File: config.mk
export PLATFORM = sky130hd
export DESIGN_NAME = http_request_line_checker_top_flat
export DESIGN_NICKNAME = d
export VERILOG_FILES = /design/src/rtl/hrlc_pkg.sv /design/src/rtl/hrlc_in_if.sv /design/src/rtl/hrlc_out_if.sv /design/src/rtl/http_request_line_checker_top.sv /design/src/flat_wrapper.sv
export SDC_FILE = /design/constraint.sdc
export NUM_CORES = 1
export LEC_CHECK = 0
export ABC_CLOCK_PERIOD_IN_PS = 5800
export BUFFER_PORTS_ARGS = -buffer_cell sky130_fd_sc_hd__buf_2
export CORE_UTILIZATION = 48
export DETAILED_ROUTE_END_ITERATION = 10
export MAX_ROUTING_LAYER = met4
export PLACE_DENSITY = 0.7
export SYNTH_ARGS = -nofsm -noshare
export SYNTH_HDL_FRONTEND = slang
export SYNTH_SLANG_ARGS = --single-unit
File: constraint.sdc
create_clock -name clk -period 5.8 [get_ports clk]
set_input_delay 0 -clock clk [delete_from_list [all_inputs] [get_ports clk]]
set_output_delay 0 -clock clk [all_outputs]
set_load 0.02 [all_outputs]
File: src/rtl/hrlc_pkg.sv
package hrlc_pkg;

    localparam int unsigned POS_W       = 14;
    localparam int unsigned CFG_W       = 14;
    localparam int unsigned VER_W       = 3;

    localparam logic [POS_W-1:0] POS_LAST    = {POS_W{1'b1}};
    localparam logic [CFG_W-1:0] MAX_LINE    = CFG_W'(8192);
    localparam logic [CFG_W-1:0] MAX_LEN_RST = CFG_W'(8192);
    localparam logic [VER_W-1:0] VERSION_LEN = VER_W'(7);

    localparam logic [7:0] CHAR_CR    = 8'h0D;
    localparam logic [7:0] CHAR_LF    = 8'h0A;
    localparam logic [7:0] CHAR_SPACE = 8'h20;

    typedef enum logic [1:0] {
        ST_PENDING = 2'd0,
        ST_DONE    = 2'd1,
        ST_ERROR   = 2'd2
    } status_t;

    // expected text "HTTP/1."
    function automatic logic [7:0] version_char(input logic [VER_W-1:0] idx);
        logic [7:0] ch;
        unique case (idx)
            3'd0:    ch = 8'h48;  // H
            3'd1:    ch = 8'h54;  // T
            3'd2:    ch = 8'h54;  // T
            3'd3:    ch = 8'h50;  // P
            3'd4:    ch = 8'h2F;  // /
            3'd5:    ch = 8'h31;  // 1
            3'd6:    ch = 8'h2E;  // .
            default: ch = 8'h00;
        endcase
        return ch;
    endfunction

endpackage

File: src/rtl/hrlc_in_if.sv
interface hrlc_in_if;
    logic       valid;
    logic       ready;
    logic       start_new;
    logic [7:0] byte_value;

    modport source (output valid, output start_new, output byte_value, input ready);
    modport sink   (input valid, input start_new, input byte_value, output ready);
endinterface

File: src/rtl/hrlc_out_if.sv
interface hrlc_out_if;
    logic                          valid;
    logic                          ready;
    logic [1:0]                    line_status;
    logic [hrlc_pkg::POS_W-1:0]    method_start;
    logic [hrlc_pkg::POS_W-1:0]    method_end;
    logic [hrlc_pkg::POS_W-1:0]    url_end;
    logic [hrlc_pkg::POS_W-1:0]    bytes_consumed;

    modport source (output valid, output line_status, output method_start,
                    output method_end, output url_end, output bytes_consumed,
                    input ready);
    modport sink   (input valid, input line_status, input method_start,
                    input method_end, input url_end, input bytes_consumed,
                    output ready);
endinterface

File: src/rtl/http_request_line_checker_top.sv
// Channel    | Dir | Beat payload
// -----------+-----+-----------------------------------------------------------
// req        | in  | start_new, byte_value
// rsp        | out | line_status, method_start, method_end, url_end, bytes_consumed
// cfg_wr_*   | in  | max_line_length (14 bit), write only, no handshake
//
// One beat per cycle while rsp is not stalled; each req beat gives one rsp beat.
// Pace is set by the state update between the input stage and the
// state/result registers, which double as the rsp payload.
// Reset: state cleared (status pending, skipping leading CR/LF), limit = 8192.
// A stalled rsp holds the state; the input stage keeps one beat while it waits.
module http_request_line_checker_top (
    input  logic                          clk,
    input  logic                          rst_n,
    hrlc_in_if.sink                       req,
    hrlc_out_if.source                    rsp,
    input  logic                          cfg_wr_en,
    input  logic [hrlc_pkg::CFG_W-1:0]    cfg_wr_data
);

    localparam int unsigned PW = hrlc_pkg::POS_W;
    localparam int unsigned VW = hrlc_pkg::VER_W;

    // limit register
    logic [hrlc_pkg::CFG_W-1:0] max_len_reg;

    // input stage
    logic       stage_vld_reg;
    logic       stage_new_reg;
    logic [7:0] stage_byte_reg;

    // parser state; these also form the result beat
    logic               rsp_vld_reg, rsp_vld_next;
    hrlc_pkg::status_t  status_reg, status_next;
    logic [PW-1:0]      pos_reg, pos_next;
    logic               skip_reg, skip_next;
    logic [PW-1:0]      begin_reg, begin_next;
    logic [1:0]         spc_reg, spc_next;
    logic [PW-1:0]      mstop_reg, mstop_next;
    logic [PW-1:0]      ustop_reg, ustop_next;
    logic [VW-1:0]      vm_reg, vm_next;
    logic               vbad_reg, vbad_next;
    logic               pcr_reg, pcr_next;

    logic advance;

    assign advance   = stage_vld_reg && (!rsp_vld_reg || rsp.ready);
    assign req.ready = !stage_vld_reg || advance;

    always_ff @(posedge clk or negedge rst_n)
    begin
        if (!rst_n)
        begin
            max_len_reg <= hrlc_pkg::MAX_LEN_RST;
        end
        else if (cfg_wr_en)
        begin
            max_len_reg <= cfg_wr_data;
        end
    end

    always_ff @(posedge clk or negedge rst_n)
    begin
        if (!rst_n)
        begin
            stage_vld_reg <= 1'b0;
        end
        else if (req.ready)
        begin
            stage_vld_reg <= req.valid;
        end
    end

    // payload only, no reset
    always_ff @(posedge clk)
    begin
        if (req.ready && req.valid)
        begin
            stage_new_reg  <= req.start_new;
            stage_byte_reg <= req.byte_value;
        end
    end

    // next-state logic for one byte
    always_comb
    begin
        hrlc_pkg::status_t  st_c;
        logic [PW-1:0]      pos_c;
        logic               skip_c;
        logic [PW-1:0]      begin_c;
        logic [1:0]         spc_c;
        logic [PW-1:0]      mstop_c;
        logic [PW-1:0]      ustop_c;
        logic [VW-1:0]      vm_c;
        logic               vbad_c;
        logic               pcr_c;
        logic [hrlc_pkg::CFG_W-1:0] limit;
        logic [PW:0]        line_len;
        logic               is_cr;
        logic               is_lf;
        logic               is_sp;
        hrlc_pkg::status_t  st;

        // start_new clears before the byte is looked at
        if (stage_new_reg)
        begin
            st_c    = hrlc_pkg::ST_PENDING;
            pos_c   = '0;
            skip_c  = 1'b1;
            begin_c = '0;
            spc_c   = '0;
            mstop_c = '0;
            ustop_c = '0;
            vm_c    = '0;
            vbad_c  = 1'b0;
            pcr_c   = 1'b0;
        end
        else
        begin
            st_c    = status_reg;
            pos_c   = pos_reg;
            skip_c  = skip_reg;
            begin_c = begin_reg;
            spc_c   = spc_reg;
            mstop_c = mstop_reg;
            ustop_c = ustop_reg;
            vm_c    = vm_reg;
            vbad_c  = vbad_reg;
            pcr_c   = pcr_reg;
        end

        limit    = (max_len_reg > hrlc_pkg::MAX_LINE) ? hrlc_pkg::MAX_LINE : max_len_reg;
        line_len = {1'b0, pos_c} - {1'b0, begin_c} + (PW+1)'(1);
        is_cr    = (stage_byte_reg == hrlc_pkg::CHAR_CR);
        is_lf    = (stage_byte_reg == hrlc_pkg::CHAR_LF);
        is_sp    = (stage_byte_reg == hrlc_pkg::CHAR_SPACE);
        st       = hrlc_pkg::ST_PENDING;

        status_next = st_c;
        pos_next    = pos_c;
        skip_next   = skip_c;
        begin_next  = begin_c;
        spc_next    = spc_c;
        mstop_next  = mstop_c;
        ustop_next  = ustop_c;
        vm_next     = vm_c;
        vbad_next   = vbad_c;
        pcr_next    = pcr_c;

        // complete or error: byte ignored, stored result repeated
        if (st_c == hrlc_pkg::ST_PENDING)
        begin
            if (pos_c == hrlc_pkg::POS_LAST)
            begin
                st = hrlc_pkg::ST_ERROR;
            end
            else
            begin
                pos_next = pos_c + PW'(1);
                if (skip_c && (is_cr || is_lf))
                begin
                    begin_next = pos_c + PW'(1);
                end
                else
                begin
                    skip_next = 1'b0;
                    if (line_len > {1'b0, limit})
                    begin
                        st = hrlc_pkg::ST_ERROR;
                    end
                    else if (is_sp)
                    begin
                        unique case (spc_c)
                            2'd0:
                            begin
                                mstop_next = pos_c;
                                spc_next   = 2'd1;
                            end
                            2'd1:
                            begin
                                ustop_next = pos_c;
                                spc_next   = 2'd2;
                            end
                            default:
                            begin
                                st = hrlc_pkg::ST_ERROR;
                            end
                        endcase
                    end
                    else if (is_lf)
                    begin
                        if (!pcr_c || spc_c != 2'd2 || vm_c != hrlc_pkg::VERSION_LEN || vbad_c)
                        begin
                            st = hrlc_pkg::ST_ERROR;
                        end
                        else
                        begin
                            st = hrlc_pkg::ST_DONE;
                        end
                    end
                    else if (spc_c == 2'd2 && vm_c < hrlc_pkg::VERSION_LEN)
                    begin
                        if (stage_byte_reg != hrlc_pkg::version_char(vm_c))
                        begin
                            vbad_next = 1'b1;
                        end
                        vm_next = vm_c + VW'(1);
                    end
                end
            end
            pcr_next    = is_cr;
            status_next = st;
        end
    end

    always_comb
    begin
        if (advance)
        begin
            rsp_vld_next = 1'b1;
        end
        else if (rsp.ready)
        begin
            rsp_vld_next = 1'b0;
        end
        else
        begin
            rsp_vld_next = rsp_vld_reg;
        end
    end

    always_ff @(posedge clk or negedge rst_n)
    begin
        if (!rst_n)
        begin
            rsp_vld_reg <= 1'b0;
            status_reg  <= hrlc_pkg::ST_PENDING;
            pos_reg     <= '0;
            skip_reg    <= 1'b1;
            begin_reg   <= '0;
            spc_reg     <= '0;
            mstop_reg   <= '0;
            ustop_reg   <= '0;
            vm_reg      <= '0;
            vbad_reg    <= 1'b0;
            pcr_reg     <= 1'b0;
        end
        else
        begin
            rsp_vld_reg <= rsp_vld_next;
            if (advance)
            begin
                status_reg <= status_next;
                pos_reg    <= pos_next;
                skip_reg   <= skip_next;
                begin_reg  <= begin_next;
                spc_reg    <= spc_next;
                mstop_reg  <= mstop_next;
                ustop_reg  <= ustop_next;
                vm_reg     <= vm_next;
                vbad_reg   <= vbad_next;
                pcr_reg    <= pcr_next;
            end
        end
    end

    assign rsp.valid          = rsp_vld_reg;
    assign rsp.line_status    = status_reg;
    assign rsp.method_start   = begin_reg;
    assign rsp.method_end     = mstop_reg;
    assign rsp.url_end        = ustop_reg;
    assign rsp.bytes_consumed = pos_reg;

    // sticky status holds unless a new request starts
    a_sticky: assert property (@(posedge clk) disable iff (!rst_n)
        (advance && !stage_new_reg && status_reg != hrlc_pkg::ST_PENDING)
        |=> (status_reg == $past(status_reg)))
        else $error("sticky status changed");

    a_done_ok: assert property (@(posedge clk) disable iff (!rst_n)
        (status_reg == hrlc_pkg::ST_DONE)
        |-> (spc_reg == 2'd2 && vm_reg == hrlc_pkg::VERSION_LEN && !vbad_reg))
        else $error("complete without full request line");

    a_begin_le_pos: assert property (@(posedge clk) disable iff (!rst_n)
        begin_reg <= pos_reg)
        else $error("method start beyond position");

    a_stage_hold: assert property (@(posedge clk) disable iff (!rst_n)
        (stage_vld_reg && !advance) |=> stage_vld_reg)
        else $error("input stage beat lost");

    a_result_order: assert property (@(posedge clk) disable iff (!rst_n)
        (mstop_reg != '0 && ustop_reg != '0) |-> (ustop_reg > mstop_reg))
        else $error("url end not after method end");

endmodule
File: src/flat_wrapper.sv
// flat-port wrapper written by rule: the top's interface ports become plain ports
module http_request_line_checker_top_flat 
  (clk, rst_n, cfg_wr_en, cfg_wr_data, req_valid, req_start_new, req_byte_value, req_ready, rsp_valid, rsp_line_status, rsp_method_start, rsp_method_end, rsp_url_end, rsp_bytes_consumed, rsp_ready);
  hrlc_in_if req_i ();
  hrlc_out_if rsp_i ();
  input  logic clk;
  input  logic rst_n;
  input  logic cfg_wr_en;
  input  logic [hrlc_pkg::CFG_W-1:0] cfg_wr_data;
  input wire logic [$bits(req_i.valid)-1:0] req_valid;
  input wire logic [$bits(req_i.start_new)-1:0] req_start_new;
  input wire logic [$bits(req_i.byte_value)-1:0] req_byte_value;
  output wire logic [$bits(req_i.ready)-1:0] req_ready;
  output wire logic [$bits(rsp_i.valid)-1:0] rsp_valid;
  output wire logic [$bits(rsp_i.line_status)-1:0] rsp_line_status;
  output wire logic [$bits(rsp_i.method_start)-1:0] rsp_method_start;
  output wire logic [$bits(rsp_i.method_end)-1:0] rsp_method_end;
  output wire logic [$bits(rsp_i.url_end)-1:0] rsp_url_end;
  output wire logic [$bits(rsp_i.bytes_consumed)-1:0] rsp_bytes_consumed;
  input wire logic [$bits(rsp_i.ready)-1:0] rsp_ready;
  assign req_i.valid = req_valid;
  assign req_i.start_new = req_start_new;
  assign req_i.byte_value = req_byte_value;
  assign req_ready = req_i.ready;
  assign rsp_valid = rsp_i.valid;
  assign rsp_line_status = rsp_i.line_status;
  assign rsp_method_start = rsp_i.method_start;
  assign rsp_method_end = rsp_i.method_end;
  assign rsp_url_end = rsp_i.url_end;
  assign rsp_bytes_consumed = rsp_i.bytes_consumed;
  assign rsp_i.ready = rsp_ready;
  http_request_line_checker_top u_core (.clk(clk), .rst_n(rst_n), .req(req_i), .rsp(rsp_i), .cfg_wr_en(cfg_wr_en), .cfg_wr_data(cfg_wr_data));
endmodule
==> impl_metrics.toml <==
[floorplan]
num_io_pins = 88
start_util_pct = 49.40
rows = 40
die_area_mm2 = 0.01281
chipHeight_um = 113.2
core-area_mm2 = 0.01201
fp.dieW_um = 113.2

[layout]
utilization_pct = 58.33
drive_gt1_share_pct = 18.23
finalInstanceArea_mm2 = 0.007007
synthToLayoutAreaGrowth_pct = 18.09
fillCellCount = 1093
layout.cells.non_filler = 893
num_antenna_cells = 0
nNetsFinal = 817

[timing]
hold_viol = 0
holdWs_ns = 0.03464
clock.fmax_ghz = 0.1849
setup_ws_ns = 0.3902
timing.slew.headroom_pct = 28.01
finalSetupViolCount = 0
tns_ns = 0
slew_violations = 0
layout_min_cycle_time_ns = 5.410
fin_skew_ns = 0.005901
rsz0062_at_grt = "false"
max_slew.worst_pin.slew_ns = 1.080
final.period_utilization_pct = 93.27

[power]
vdd_drop_max_mv = 0.2131
power_leakage_nw = 3.561
intPower_mw = 1.173
p_sw_uw = 621.5
powerDensity_mw_per_mm2 = 256.1
clkPwrFrac_pct = 30.8
seq_power_share_pct = 40.9
power_frac_comb_pct = 28.3
netSwitchingFraction_pct = 34.64
fin_total_pwr_mw = 1.794

[synth]
syn_nets = 717
synth_async_sr_flop_share_pct = 90.11
synth_cell_types = 66
synth_area_per_cell_um2 = 9.242
ys_warn_count = 0
synth_seq_cells = 91
synth-edff-count = 9
synthFlopType = "dfrtp_1"
ys_seq_area_share_pct = 39.18
synthCells = 642
syn_area_mm2 = 0.005933

[route]
post_drt_wl_per_cell_um = 17.71
wl_um = 15810
detail-route-antenna-nets = 0
drtPass1Iterations = 5
drt_iter0_markers = 299
post-route-drc-count = 0
via_count = 5298
vias_per_cell = 5.933

[critical_path]
worstSetupEndpointType = "register"
rr_startpoint = "u_core.stage_new_reg"
worst_r2r_endpoint = "u_core.vm_reg[1]"
start_kind = "register"
reg2regPathDepth = 22
crit_fanout = 18
required_ns = 6.04
arrival_ns = 5.65
crit_type = "register to register"
reg2reg_slack_ns = 0.39

[clocking]
cts_tree = "built"
clkSinkCount = 91
cts_setup_buffers = 0
cts_made_buffers = 9
ctsHtreeMaxLevel = 3
cts_resized = 0
root_buffer = "clkbuf_16"
clock_latency_ns = 0.35
cts_max_path_buffers = 2
clkTransAtPathRegs_ns = 0.06

[placed_design]
placed_area_mm2 = 0.006467
post-place-ws_ns = 0.5159
portBuffers = 87
dp_hpwl_um = 11440
placedCellCount = 851
place_congestion = 0.8835

[global_routing]
grt_pass1_vias = 5067
grt_max_degree = 83
grt_first_pass_wirelength_um = 25760
grt.total_usage_pct = 26.69
grt_overflow = 0
grt_antenna_before_repair = 0

[hold_path]
min_from = "cfg_wr_en"
min_path_type = "input pin to register"
hold_depth = 3
hold_end = "u_core.max_len_reg[13]"

[run_status]
status = "finished clean"

[run]
maxCapViolations = 0
final cells by class:
cell class	instances	area [um2]	area share (%)
well taps	147	183.9	2.625
clock inverters	5	40.04	0.5714
multi-input cells	491	3359	47.95
clock buffers	10	229.0	3.268
inverters	27	101.3	1.446
flip-flops and latches	91	2325	33.18
repair buffers	122	768.2	10.96
worst max-delay path: stages, from the launching register on:
cell and delay [ns]:
edfxtp_1 0.42, buf_4 0.22, nor2b_1 0.22, inv_1 0.11
ha_1 0.28, inv_1 0.04, ha_1 0.22, fa_1 0.42
a21o_1 0.20, a21oi_1 0.27, o21a_1 0.16, nor3_1 0.06
nand4_1 0.11, and3b_1 0.19, xnor2_1 0.13, ha_1 0.26
and3_1 0.16, a221oi_1 0.27, o21ai_0 0.14, o32a_1 0.30
nor4_1 0.64, o21ai_0 0.22, a22o_1 0.23
logic make-up (layout without fill, tap and decap cells):
family          after synthesis  after routing  share of synthesized area, %
buf+inv                      60            164                         4.197
xor+xnor                     23             23                         3.395
flops                        91             91                         39.18
compound gates              142            142                         16.77
mux                          31             31                         5.504
simple gates                248            248                         20.92
fa+ha+maj                    47             47                         10.04
cells in the mapped netlist, drive strengths merged, types with 5 or more instances:
cell	instances	area share (%)
a21o	13	1.6
a21oi	31	2.8
a22o	13	1.9
a31oi	5	0.53
a32oi	19	2.8
and2	7	0.76
and3	12	1.3
buf	11	1.1
clkbuf	22	1.4
dfrtp	80	34
edfxtp	9	4.6
ha	46	9.7
inv	27	1.7
mux2	13	2.5
mux2i	18	3.0
nand2	114	7.4
nand2b	8	0.84
nand3	13	1.3
nand3b	5	0.63
nand4	5	0.53
nor2	31	2.0
nor2b	15	1.6
nor3	11	1.0
nor4	12	1.5
o21ai	29	2.4
o31ai	6	0.76
xnor2	13	1.9
xor2	10	1.5
power groups by stage:
stage,sequential [mW],clock (mW),combinational (mW)
after floorplan,0.760,0,0.316
after global placement,0.742,0,0.476
after detailed placement,0.743,0,0.488
after CTS,0.732,0.563,0.508
after global routing,0.740,0.585,0.562
final,0.734,0.553,0.508
per-layer routing:
| metal | share of wire [%] | up-vias | global-route usage, % | wire length, um |
|---|---|---|---|---|
| met4 | 2.7 | 0 | 10.18 | 425 |
| met3 | 5.2 | 26 | 4.446 | 817 |
| met2 | 48 | 160 | 42.41 | 7576 |
| met5 | 0 | - | - | 0 |
| li1 | - | 2523 | - | - |
| met1 | 44 | 2589 | 34.24 | 6994 |
cell usage in the layout, fill, tap and decap left out, drive strengths merged, types with 5 or more instances in the layout:
cell,n
nand2,114
buf,95
dfrtp,80
ha,46
nor2,31
a21oi,31
o21ai,29
inv,28
dlygate4sd3,27
a32oi,19
mux2i,18
nor2b,15
a21o,13
xnor2,13
a22o,13
mux2,13
nand3,13
and3,12
nor4,12
nor3,11
xor2,10
clkbuf,10
edfxtp,9
nand2b,8
and2,7
o31ai,6
nand4,5
a31oi,5
nand3b,5
timing repair:
action,4_1_cts,5_1_grt
setup endpoints to repair,0,0
hold buffers,27,0
hold endpoints to repair,105,0
worst max-delay path by stage:
stage                                     from  slack, ns                    end
after global routing      u_core.stage_new_reg       0.11       u_core.vm_reg[1]
after floorplan           u_core.stage_new_reg       0.39  u_core.rsp.url_end[0]
after global placement    u_core.stage_new_reg       0.73       u_core.vm_reg[1]
after detailed placement  u_core.stage_new_reg       0.52       u_core.vm_reg[1]
after CTS                 u_core.stage_new_reg       0.48       u_core.vm_reg[1]
final                     u_core.stage_new_reg       0.39       u_core.vm_reg[1]
Note: power is estimated with default switching activity, not from simulation.
